**src/rtl/core/minmod_slope_limiter_defines.svh**
```systemverilog
// ----------------------------------------------------------------------------
// Minmod slope limiter assertion macros
// Shared helpers for the concurrent checks of the slope limiter core.
// ----------------------------------------------------------------------------
`ifndef MINMOD_SLOPE_LIMITER_DEFINES_SVH
`define MINMOD_SLOPE_LIMITER_DEFINES_SVH

// The consequent must hold in the same cycle as the antecedent.
`define MMSL_ASSERT_SAME(label, clk, rst_n, ante, cons, msg) \
	label: assert property (@(posedge clk) disable iff (!rst_n) (ante) |-> (cons)) \
		else $error(msg);

// The consequent must hold in the cycle after the antecedent.
`define MMSL_ASSERT_NEXT(label, clk, rst_n, ante, cons, msg) \
	label: assert property (@(posedge clk) disable iff (!rst_n) (ante) |=> (cons)) \
		else $error(msg);

`endif

```
**src/rtl/core/mmsl_pkg.sv**
```systemverilog
// ----------------------------------------------------------------------------
// Minmod slope limiter package
// Shared defaults, sequencer states and divider control for the core.
// ----------------------------------------------------------------------------
`timescale 1ns / 1ps

package mmsl_pkg;

	localparam int unsigned DATA_WIDTH_DEF    = 32;
	localparam int unsigned FRACTION_BITS_DEF = 16;

	typedef enum logic [2:0] {
		ST_IDLE,
		ST_PREP,
		ST_LOAD,
		ST_DIV,
		ST_FIN,
		ST_OUT
	} mmsl_state_t;

	typedef struct packed {
		logic load;
		logic step;
		logic finish;
	} mmsl_div_ctrl_t;

endpackage

```
**src/rtl/core/minmod_slope_limiter.sv**
```systemverilog
// ----------------------------------------------------------------------------
// Minmod slope limiter, non-uniform grid
// Keeps a two-point window of grid points and emits the minmod-limited slopes
// of velocity, sound speed and pressure at each interior point.
//
// Channel   Direction  tdata (low bit up)                          tuser
// s_axis    in         position, velocity, sound_speed, pressure   restart
// m_axis    out        velocity_slope, sound_speed_slope,          spacing_fault
//                      pressure_slope
//
// An interior point is accepted in idle, then steps through the prepare, load,
// divide, finish and output states; in divide the six bit-serial dividers retire
// one quotient bit per cycle. A point with a non-positive spacing skips from
// prepare to output, and a restart or window-filling point gives no result.
// Reset clears the window, fill count, sequencer and output valid flag.
// A stalled output holds its result while the next point is being accepted.
// ----------------------------------------------------------------------------
`timescale 1ns / 1ps
`include "minmod_slope_limiter_defines.svh"

module minmod_slope_limiter #(
	parameter int unsigned DATA_WIDTH    = mmsl_pkg::DATA_WIDTH_DEF,
	parameter int unsigned FRACTION_BITS = mmsl_pkg::FRACTION_BITS_DEF
) (
	input  logic                                 clk,
	input  logic                                 arst_n,
	input  logic                                 s_axis_tvalid,
	output logic                                 s_axis_tready,
	// position, velocity, sound_speed, pressure
	input  logic [((4*DATA_WIDTH+7)/8)*8-1:0]    s_axis_tdata,
	// restart
	input  logic                                 s_axis_tuser,
	output logic                                 m_axis_tvalid,
	input  logic                                 m_axis_tready,
	// velocity_slope, sound_speed_slope, pressure_slope
	output logic [((3*DATA_WIDTH+7)/8)*8-1:0]    m_axis_tdata,
	// spacing_fault
	output logic                                 m_axis_tuser
);

	localparam int unsigned DW    = DATA_WIDTH;
	localparam int unsigned OUT_W = ((3*DATA_WIDTH+7)/8)*8;
	localparam int unsigned CW    = $clog2(DATA_WIDTH);
	localparam logic [CW-1:0] CNT_LAST = CW'(DATA_WIDTH-1);

	mmsl_pkg::mmsl_state_t    state_q, state_d;
	mmsl_pkg::mmsl_div_ctrl_t div_ctrl;

	logic [CW-1:0]            cnt_q;
	logic [1:0]               fill_q;
	logic [DW-1:0]            win_pos_q [0:1];
	logic [DW-1:0]            win_qty_q [0:2][0:1];

	logic [DW-1:0]            in_pos;
	logic [DW-1:0]            in_qty [0:2];
	logic                     in_acc;
	logic                     out_load;

	logic signed [DW:0]       dl_q, dr_q;
	logic signed [DW:0]       dq_l_q [0:2];
	logic signed [DW:0]       dq_r_q [0:2];
	logic [DW:0]              mag_l_q [0:2];
	logic [DW:0]              mag_r_q [0:2];
	logic                     neg_l_q [0:2];
	logic                     neg_r_q [0:2];
	logic                     fault_q;

	logic [DW-1:0]            sl [0:2];
	logic [DW-1:0]            sr [0:2];
	logic [DW-1:0]            mm [0:2];

	logic                     out_valid_q;
	logic                     out_fault_q;
	logic [DW-1:0]            out_slope_q [0:2];

	assign in_pos    = s_axis_tdata[DW-1:0];
	assign in_qty[0] = s_axis_tdata[2*DW-1:DW];
	assign in_qty[1] = s_axis_tdata[3*DW-1:2*DW];
	assign in_qty[2] = s_axis_tdata[4*DW-1:3*DW];
	assign in_acc    = s_axis_tvalid & s_axis_tready;
	assign out_load  = (state_q == mmsl_pkg::ST_OUT) & (~out_valid_q | m_axis_tready);

	always_ff @(posedge clk or negedge arst_n) begin
		if (!arst_n) begin
			state_q <= mmsl_pkg::ST_IDLE;
		end else begin
			state_q <= state_d;
		end
	end

	always_comb begin
		state_d         = state_q;
		div_ctrl        = '0;
		s_axis_tready   = 1'b0;
		case (state_q)
			mmsl_pkg::ST_IDLE: begin
				s_axis_tready = 1'b1;
				if (s_axis_tvalid && !s_axis_tuser && fill_q == 2'd2) begin
					state_d = mmsl_pkg::ST_PREP;
				end
			end
			mmsl_pkg::ST_PREP: begin
				if (dl_q <= 0 || dr_q <= 0) begin
					state_d = mmsl_pkg::ST_OUT;
				end else begin
					state_d = mmsl_pkg::ST_LOAD;
				end
			end
			mmsl_pkg::ST_LOAD: begin
				div_ctrl.load = 1'b1;
				state_d       = mmsl_pkg::ST_DIV;
			end
			mmsl_pkg::ST_DIV: begin
				div_ctrl.step = 1'b1;
				if (cnt_q == CNT_LAST) begin
					state_d = mmsl_pkg::ST_FIN;
				end
			end
			mmsl_pkg::ST_FIN: begin
				div_ctrl.finish = 1'b1;
				state_d         = mmsl_pkg::ST_OUT;
			end
			mmsl_pkg::ST_OUT: begin
				if (!out_valid_q || m_axis_tready) begin
					state_d = mmsl_pkg::ST_IDLE;
				end
			end
			default: begin
				state_d = mmsl_pkg::ST_IDLE;
			end
		endcase
	end

	always_ff @(posedge clk or negedge arst_n) begin
		if (!arst_n) begin
			cnt_q  <= '0;
			fill_q <= 2'd0;
		end else begin
			if (state_q == mmsl_pkg::ST_LOAD) begin
				cnt_q <= '0;
			end else if (state_q == mmsl_pkg::ST_DIV) begin
				cnt_q <= cnt_q + 1'b1;
			end
			if (in_acc) begin
				if (s_axis_tuser) begin
					fill_q <= 2'd1;
				end else if (fill_q != 2'd2) begin
					fill_q <= fill_q + 2'd1;
				end
			end
		end
	end

	always_ff @(posedge clk or negedge arst_n) begin
		if (!arst_n) begin
			win_pos_q[0] <= '0;
			win_pos_q[1] <= '0;
			for (int k = 0; k < 3; k++) begin
				win_qty_q[k][0] <= '0;
				win_qty_q[k][1] <= '0;
			end
		end else if (in_acc) begin
			win_pos_q[0] <= s_axis_tuser ? '0 : win_pos_q[1];
			win_pos_q[1] <= in_pos;
			for (int k = 0; k < 3; k++) begin
				win_qty_q[k][0] <= s_axis_tuser ? '0 : win_qty_q[k][1];
				win_qty_q[k][1] <= in_qty[k];
			end
		end
	end

	always_ff @(posedge clk) begin
		if (in_acc) begin
			dl_q <= {win_pos_q[1][DW-1], win_pos_q[1]} - {win_pos_q[0][DW-1], win_pos_q[0]};
			dr_q <= {in_pos[DW-1], in_pos} - {win_pos_q[1][DW-1], win_pos_q[1]};
			for (int k = 0; k < 3; k++) begin
				dq_l_q[k] <= {win_qty_q[k][1][DW-1], win_qty_q[k][1]}
					- {win_qty_q[k][0][DW-1], win_qty_q[k][0]};
				dq_r_q[k] <= {in_qty[k][DW-1], in_qty[k]}
					- {win_qty_q[k][1][DW-1], win_qty_q[k][1]};
			end
		end
		if (state_q == mmsl_pkg::ST_PREP) begin
			fault_q <= (dl_q <= 0) || (dr_q <= 0);
			for (int k = 0; k < 3; k++) begin
				neg_l_q[k] <= dq_l_q[k][DW];
				neg_r_q[k] <= dq_r_q[k][DW];
				mag_l_q[k] <= dq_l_q[k][DW] ? -dq_l_q[k] : dq_l_q[k];
				mag_r_q[k] <= dq_r_q[k][DW] ? -dq_r_q[k] : dq_r_q[k];
			end
		end
	end

	for (genvar g = 0; g < 3; g++) begin : g_lane
		mmsl_div #(
			.DATA_WIDTH    (DATA_WIDTH),
			.FRACTION_BITS (FRACTION_BITS)
		) u_div_l (
			.clk     (clk),
			.ctrl    (div_ctrl),
			.mag     (mag_l_q[g]),
			.neg     (neg_l_q[g]),
			.spacing (dl_q[DW-1:0]),
			.slope   (sl[g])
		);

		mmsl_div #(
			.DATA_WIDTH    (DATA_WIDTH),
			.FRACTION_BITS (FRACTION_BITS)
		) u_div_r (
			.clk     (clk),
			.ctrl    (div_ctrl),
			.mag     (mag_r_q[g]),
			.neg     (neg_r_q[g]),
			.spacing (dr_q[DW-1:0]),
			.slope   (sr[g])
		);
	end

	always_comb begin
		for (int k = 0; k < 3; k++) begin
			if (!sl[k][DW-1] && |sl[k] && !sr[k][DW-1] && |sr[k]) begin
				mm[k] = ($signed(sl[k]) < $signed(sr[k])) ? sl[k] : sr[k];
			end else if (sl[k][DW-1] && sr[k][DW-1]) begin
				mm[k] = ($signed(sl[k]) > $signed(sr[k])) ? sl[k] : sr[k];
			end else begin
				mm[k] = '0;
			end
		end
	end

	always_ff @(posedge clk or negedge arst_n) begin
		if (!arst_n) begin
			out_valid_q <= 1'b0;
		end else if (out_load) begin
			out_valid_q <= 1'b1;
		end else if (m_axis_tready) begin
			out_valid_q <= 1'b0;
		end
	end

	always_ff @(posedge clk) begin
		if (out_load) begin
			out_fault_q <= fault_q;
			for (int k = 0; k < 3; k++) begin
				out_slope_q[k] <= fault_q ? '0 : mm[k];
			end
		end
	end

	assign m_axis_tvalid = out_valid_q;
	assign m_axis_tuser  = out_fault_q;
	assign m_axis_tdata  = OUT_W'({out_slope_q[2], out_slope_q[1], out_slope_q[0]});

	`MMSL_ASSERT_SAME(a_fault_zero, clk, arst_n, m_axis_tvalid && m_axis_tuser,
		m_axis_tdata == '0, "faulted result carries nonzero slopes")
	`MMSL_ASSERT_NEXT(a_restart_fill, clk, arst_n, in_acc && s_axis_tuser,
		fill_q == 2'd1, "restart did not leave a single point in the window")
	`MMSL_ASSERT_SAME(a_fill_range, clk, arst_n, 1'b1,
		fill_q != 2'd3, "window fill count out of range")
	`MMSL_ASSERT_NEXT(a_div_steps, clk, arst_n,
		state_q == mmsl_pkg::ST_DIV && cnt_q != CNT_LAST,
		state_q == mmsl_pkg::ST_DIV, "division ended before all quotient bits")
	`MMSL_ASSERT_SAME(a_busy_no_accept, clk, arst_n, state_q != mmsl_pkg::ST_IDLE,
		!s_axis_tready, "input taken while a point is in flight")

endmodule

```
**src/rtl/core/mmsl_div.sv**
```systemverilog
// ----------------------------------------------------------------------------
// Minmod slope limiter bit-serial divider
// Restoring division of a scaled magnitude by a spacing, one quotient bit per
// cycle, with saturation and sign applied on the finishing cycle.
// ----------------------------------------------------------------------------
`timescale 1ns / 1ps

module mmsl_div #(
	parameter int unsigned DATA_WIDTH    = mmsl_pkg::DATA_WIDTH_DEF,
	parameter int unsigned FRACTION_BITS = mmsl_pkg::FRACTION_BITS_DEF
) (
	input  logic                          clk,
	input  mmsl_pkg::mmsl_div_ctrl_t      ctrl,
	input  logic [DATA_WIDTH:0]           mag,
	input  logic                          neg,
	input  logic [DATA_WIDTH-1:0]         spacing,
	output logic [DATA_WIDTH-1:0]         slope
);

	localparam int unsigned DVW = DATA_WIDTH + 1 + FRACTION_BITS;

	logic [DATA_WIDTH-1:0] rem_q;
	logic [DATA_WIDTH-1:0] sh_q;
	logic [DATA_WIDTH-1:0] spc_q;
	logic                  ovf_q;
	logic                  neg_q;
	logic [DATA_WIDTH-1:0] slope_q;

	logic [DVW-1:0]        dvd;
	logic [DVW-1:0]        hi;
	logic [DATA_WIDTH:0]   trial;
	logic [DATA_WIDTH+1:0] diff;
	logic                  ge;
	logic                  sat;
	logic [DATA_WIDTH-1:0] sat_val;
	logic [DATA_WIDTH-1:0] fin_val;

	always_comb begin
		dvd   = DVW'(mag) << FRACTION_BITS;
		hi    = dvd >> DATA_WIDTH;
		trial = {rem_q, sh_q[DATA_WIDTH-1]};
		diff  = {1'b0, trial} - {2'b00, spc_q};
		ge    = ~diff[DATA_WIDTH+1];
		if (neg_q) begin
			sat     = ovf_q | (sh_q[DATA_WIDTH-1] & (|sh_q[DATA_WIDTH-2:0]));
			sat_val = {1'b1, {(DATA_WIDTH-1){1'b0}}};
			fin_val = -sh_q;
		end else begin
			sat     = ovf_q | sh_q[DATA_WIDTH-1];
			sat_val = {1'b0, {(DATA_WIDTH-1){1'b1}}};
			fin_val = sh_q;
		end
	end

	always_ff @(posedge clk) begin
		if (ctrl.load) begin
			ovf_q <= (hi >= DVW'(spacing));
			rem_q <= hi[DATA_WIDTH-1:0];
			sh_q  <= dvd[DATA_WIDTH-1:0];
			spc_q <= spacing;
			neg_q <= neg;
		end else if (ctrl.step) begin
			rem_q <= ge ? diff[DATA_WIDTH-1:0] : trial[DATA_WIDTH-1:0];
			sh_q  <= {sh_q[DATA_WIDTH-2:0], ge};
		end
		if (ctrl.finish) begin
			slope_q <= sat ? sat_val : fin_val;
		end
	end

	assign slope = slope_q;

endmodule
```
**config.mk**
```make
export PLATFORM = sky130hd
export DESIGN_NAME = minmod_slope_limiter
export DESIGN_NICKNAME = d
export VERILOG_FILES = /design/src/rtl/core/mmsl_pkg.sv /design/src/rtl/core/minmod_slope_limiter.sv /design/src/rtl/core/mmsl_div.sv
export VERILOG_INCLUDE_DIRS = /design/src /design/src/rtl/core
export SDC_FILE = /design/constraint.sdc
export NUM_CORES = 2
export LEC_CHECK = 0
export ABC_AREA = 1
export BUFFER_PORTS_ARGS = -buffer_cell sky130_fd_sc_hd__buf_2
export CAP_MARGIN = 20
export CORE_ASPECT_RATIO = 0.9
export CORE_UTILIZATION = 45
export CTS_CLUSTER_DIAMETER = 120
export CTS_CLUSTER_SIZE = 12
export DETAILED_ROUTE_END_ITERATION = 7
export PLACE_DENSITY = 0.71
export SYNTH_ARGS = -nofsm -noshare
export SYNTH_HDL_FRONTEND = slang
export SYNTH_SLANG_ARGS = --single-unit
```
**constraint.sdc**
```tcl
create_clock -name clk -period 38.4 [get_ports clk]
set_input_delay 7.68 -clock clk [delete_from_list [all_inputs] [get_ports clk]]
set_output_delay 7.68 -clock clk [all_outputs]
set_load 0.03 [all_outputs]
```
==> flow_metrics.tcl <==
set metrics [dict create \
    synth_async_sr_flop_share 0.1798 \
    max-vdd-ir-drop_mv 0.06729 \
    fp.dieW_um 493.6 \
    cp-endpoint "dq_r_q[0][14]$_DFFE_PP_" \
    cp-startpoint "s_axis_tvalid" \
    critical_register_to_register_path_startpoint "state_q[1]$_DFFE_PN0P_" \
    rows 162 \
    place.detailed.hpwl_um 223200 \
    clock_tree.htree_level_count 4 \
    first_global_vias 76000 \
    most_frequent_cell_on_the_critical_path "buf_4" \
    die_y_um 444.4 \
    layout_min_cycle_time_ps 10300 \
    first_pass_iters 8 \
    synth_warnings 0 \
    global_route.usage.total 0.2559 \
    synth_fp_nets 12970 \
    drive_above_1_share 0.04588 \
    ctsResizeCount 0 \
    critical_path_required_ps 38820 \
    mostFrequentLayoutCell "nand2_1" \
    grt_first_pass_wirelength_um 441300 \
    synth-edff-count 1032 \
    layout_worst_path_cycle_share 0.2683 \
    finalSetupTns_ps 0 \
    maxCapViolCount 0 \
    cts-hold-fix-buffers 0 \
    synth_area_sq_um 97870 \
    arrival_ps 10720 \
    top_ff_cell_synth "edfxtp_1" \
    first_iter_violations 8937 \
    worst_reg2reg_path_endpoint "dq_r_q[0][14]$_DFFE_PP_" \
    holdCritPathClass "reg -> reg" \
    synthCells 12150 \
    total_power_mw 9.457 \
    p_per_area_nw_per_um2 89.31 \
    count_of_final_setup_violators 0 \
    vias_per_cell 5.520 \
    ys_seq_area_frac 0.4229 \
    run_status "complete, but fails checks" \
    clkLatencyLatePin_ps 820 \
    fin_skew_ps 32.93 \
    area_growth_pct 8.190 \
    grt_antenna_before_repair 14 \
    worst_slew_margin_rel 0.1819 \
    worst_setup_path_type "in -> reg" \
    vias 84070 \
    crit_family "buffers and inverters" \
    most_used_cells_in_the_layout_excluding_fill_and_tap_cells "nand2_1 (2,585), inv_1 (1,559), edfxtp_1 (1,032)" \
    cp-start-kind "primary input" \
    cts_root_buf "clkbuf_16" \
    grt_overflow 0 \
    floorplan.initialDensity 0.4525 \
    pin_count 232 \
    post_cts_setup_repair_buffer_count 0 \
    cp_cell_sequence "buf_2 > nand2_2 > buf_4 > inv_8 > buf_12 > buf_4" \
    rsz0062_at_grt "no" \
    port_buffers 231 \
    total_leakage_power_nw 45.82 \
    pin_count_of_the_biggest_net_entering_global_routing 234 \
    failed_checks "design-rule violations" \
    tritoncts "yes" \
    globalplace.congestion 0.9877 \
    routed_wire_length_per_instance_um 18.89 \
    clock.fmax_mhz 97.07 \
    final_net_count 13050 \
    routed_wl_um 287700 \
    cts_num_sinks 1485 \
    critical_path_buf_inv_count 5 \
    worstSetupEndpointType "register" \
    synth.top_cell.area_share 0.3166 \
    synthTopCellsByArea "edfxtp_1 (32%), nand2_1 (9.9%), ha_1 (8.5%)" \
    r2r_cells 8 \
    cts.reportedPaths.clkPinSlew_ps 60 \
    critPathMaxStageDelay_ps 870 \
    critical-path-slowest-cell "buf_4" \
    synth_seq_cells 1485 \
    drtAntennaViolNets 0 \
    yosys.cell_types.count 61 \
    die-area_sq_um 219400 \
    drc 11 \
    tightestPinTransition_ps 1227 \
    timing.critical_path.depth 6 \
    drv_slew 0 \
    numCtsBuffers 143 \
    hold_viol 0 \
    cp_max_fo 233 \
    design.core.area_sq_um 216300 \
    rrSetupSlack_ps 34110 \
    yosysTopAreaCell "edfxtp_1" \
    cts_max_path_buffers 3 \
    average_cell_area_after_synthesis_sq_um 8.053 \
]
[cell families (layout without fill, tap and decap cells)]
kind of cell    after synthesis  after routing  synth area share
simple gates               5145           5145            0.2265
compound gates             2226           2226            0.1239
buf+inv                    1928           2132           0.07702
flops                      1485           1485            0.4229
xor+xnor                    692            692           0.06192
fa+ha+maj                   678            678           0.08775
other cells                   0              1                 0
[cell usage after synthesis (70+ instances only)]
cell type     n
o22ai_1      92
a21oi_1     752
xnor2_1     214
inv_1      1560
dfrtp_1     267
nor3_1      194
buf_2       112
edfxtp_1   1032
o21ai_1     118
nor2_1      979
nand2_1    2586
nor4_1       90
dfxtp_1     186
nand3_1     858
a31oi_1      70
xor2_1      478
nand4_1     316
o21ai_0     906
ha_1        664
clkbuf_1    161
[stage by stage]
| step | cells | area, sq um | hold WS [ps] | util | worst slack [ps] |
|---|---|---|---|---|---|
| 2_1_floorplan | 12150 | 97870 | 400.3 | - | 22800 |
| 3_3_place_gp | 14960 | 101500 | 402.7 | 0.4694 | 27390 |
| 3_5_place_dp | 14960 | 101600 | 414.2 | 0.4696 | 27380 |
| 4_1_cts | 15230 | 105800 | 430.9 | 0.4894 | 28240 |
| 5_1_grt | 15230 | 105900 | 431.8 | 0.4896 | 27860 |
| 6_report | 15230 | 105900 | 429.0 | 0.4896 | 28100 |
[how the worst min path moves through the flow]
stage                                        from                                end  slack, ps  cells past startpoint
after floorplan           neg_l_q[0][0]$_DFFE_PN_  g_lane[0].u_div_l.neg_q$_DFFE_PP_        400                      0
after global placement    neg_r_q[0][0]$_DFFE_PN_  g_lane[0].u_div_r.neg_q$_DFFE_PP_        400                      0
after detailed placement  neg_r_q[0][1]$_DFFE_PN_  g_lane[1].u_div_r.neg_q$_DFFE_PP_        410                      0
after CTS                 neg_r_q[0][0]$_DFFE_PN_  g_lane[0].u_div_r.neg_q$_DFFE_PP_        430                      0
after global routing      neg_r_q[0][0]$_DFFE_PN_  g_lane[0].u_div_r.neg_q$_DFFE_PP_        430                      0
final                     neg_r_q[0][0]$_DFFE_PN_  g_lane[0].u_div_r.neg_q$_DFFE_PP_        430                      0
[report_power, final]
group / total [mW] / internal [mW] / switching, mW
Sequential: 3.16 / 2.62 / 0.533
Combinational: 4.93 / 1.60 / 3.33
Clock: 1.37 / 0.728 / 0.639
[per-layer routing]
layer / wire (um) / vias to the layer above / part of all wire / track usage
li1: - / 41360 / - / -
met1: 134200 / 39230 / 0.47 / 0.3843
met2: 121500 / 3126 / 0.42 / 0.3770
met3: 24940 / 345 / 0.087 / 0.04457
met4: 6999 / 6 / 0.024 / 0.06518
met5: 36 / - / 0.00013 / 0
[layout make-up]
cell class	instances	area (sq um)
flip-flops and latches	1485	41390
inverters	1577	5934
fillers	20760	110400
diodes	1	2.502
multi-input cells	8741	48980
clock inverters	14	182.7
well taps	2870	3591
repair buffers	289	1699
clock buffers	252	4104
[state kept, by name, indices dropped and copies added (netlist names), 5 cells and up]
signal and flops:
cnt_q 5, dl_q 33, dq_l_q 99, dq_r_q 99, dr_q 33, g_lane.u_div_l.rem_q 96
g_lane.u_div_l.sh_q 96, g_lane.u_div_l.slope 96, g_lane.u_div_l.spc_q 32, g_lane.u_div_r.rem_q 96, g_lane.u_div_r.sh_q 96, g_lane.u_div_r.slope 96
g_lane.u_div_r.spc_q 32, mag_l_q 99, mag_r_q 99, out_slope_q 96, win_pos_q 64, win_qty_q 192
No activity file was read; power rests on OpenSTA's default activity.
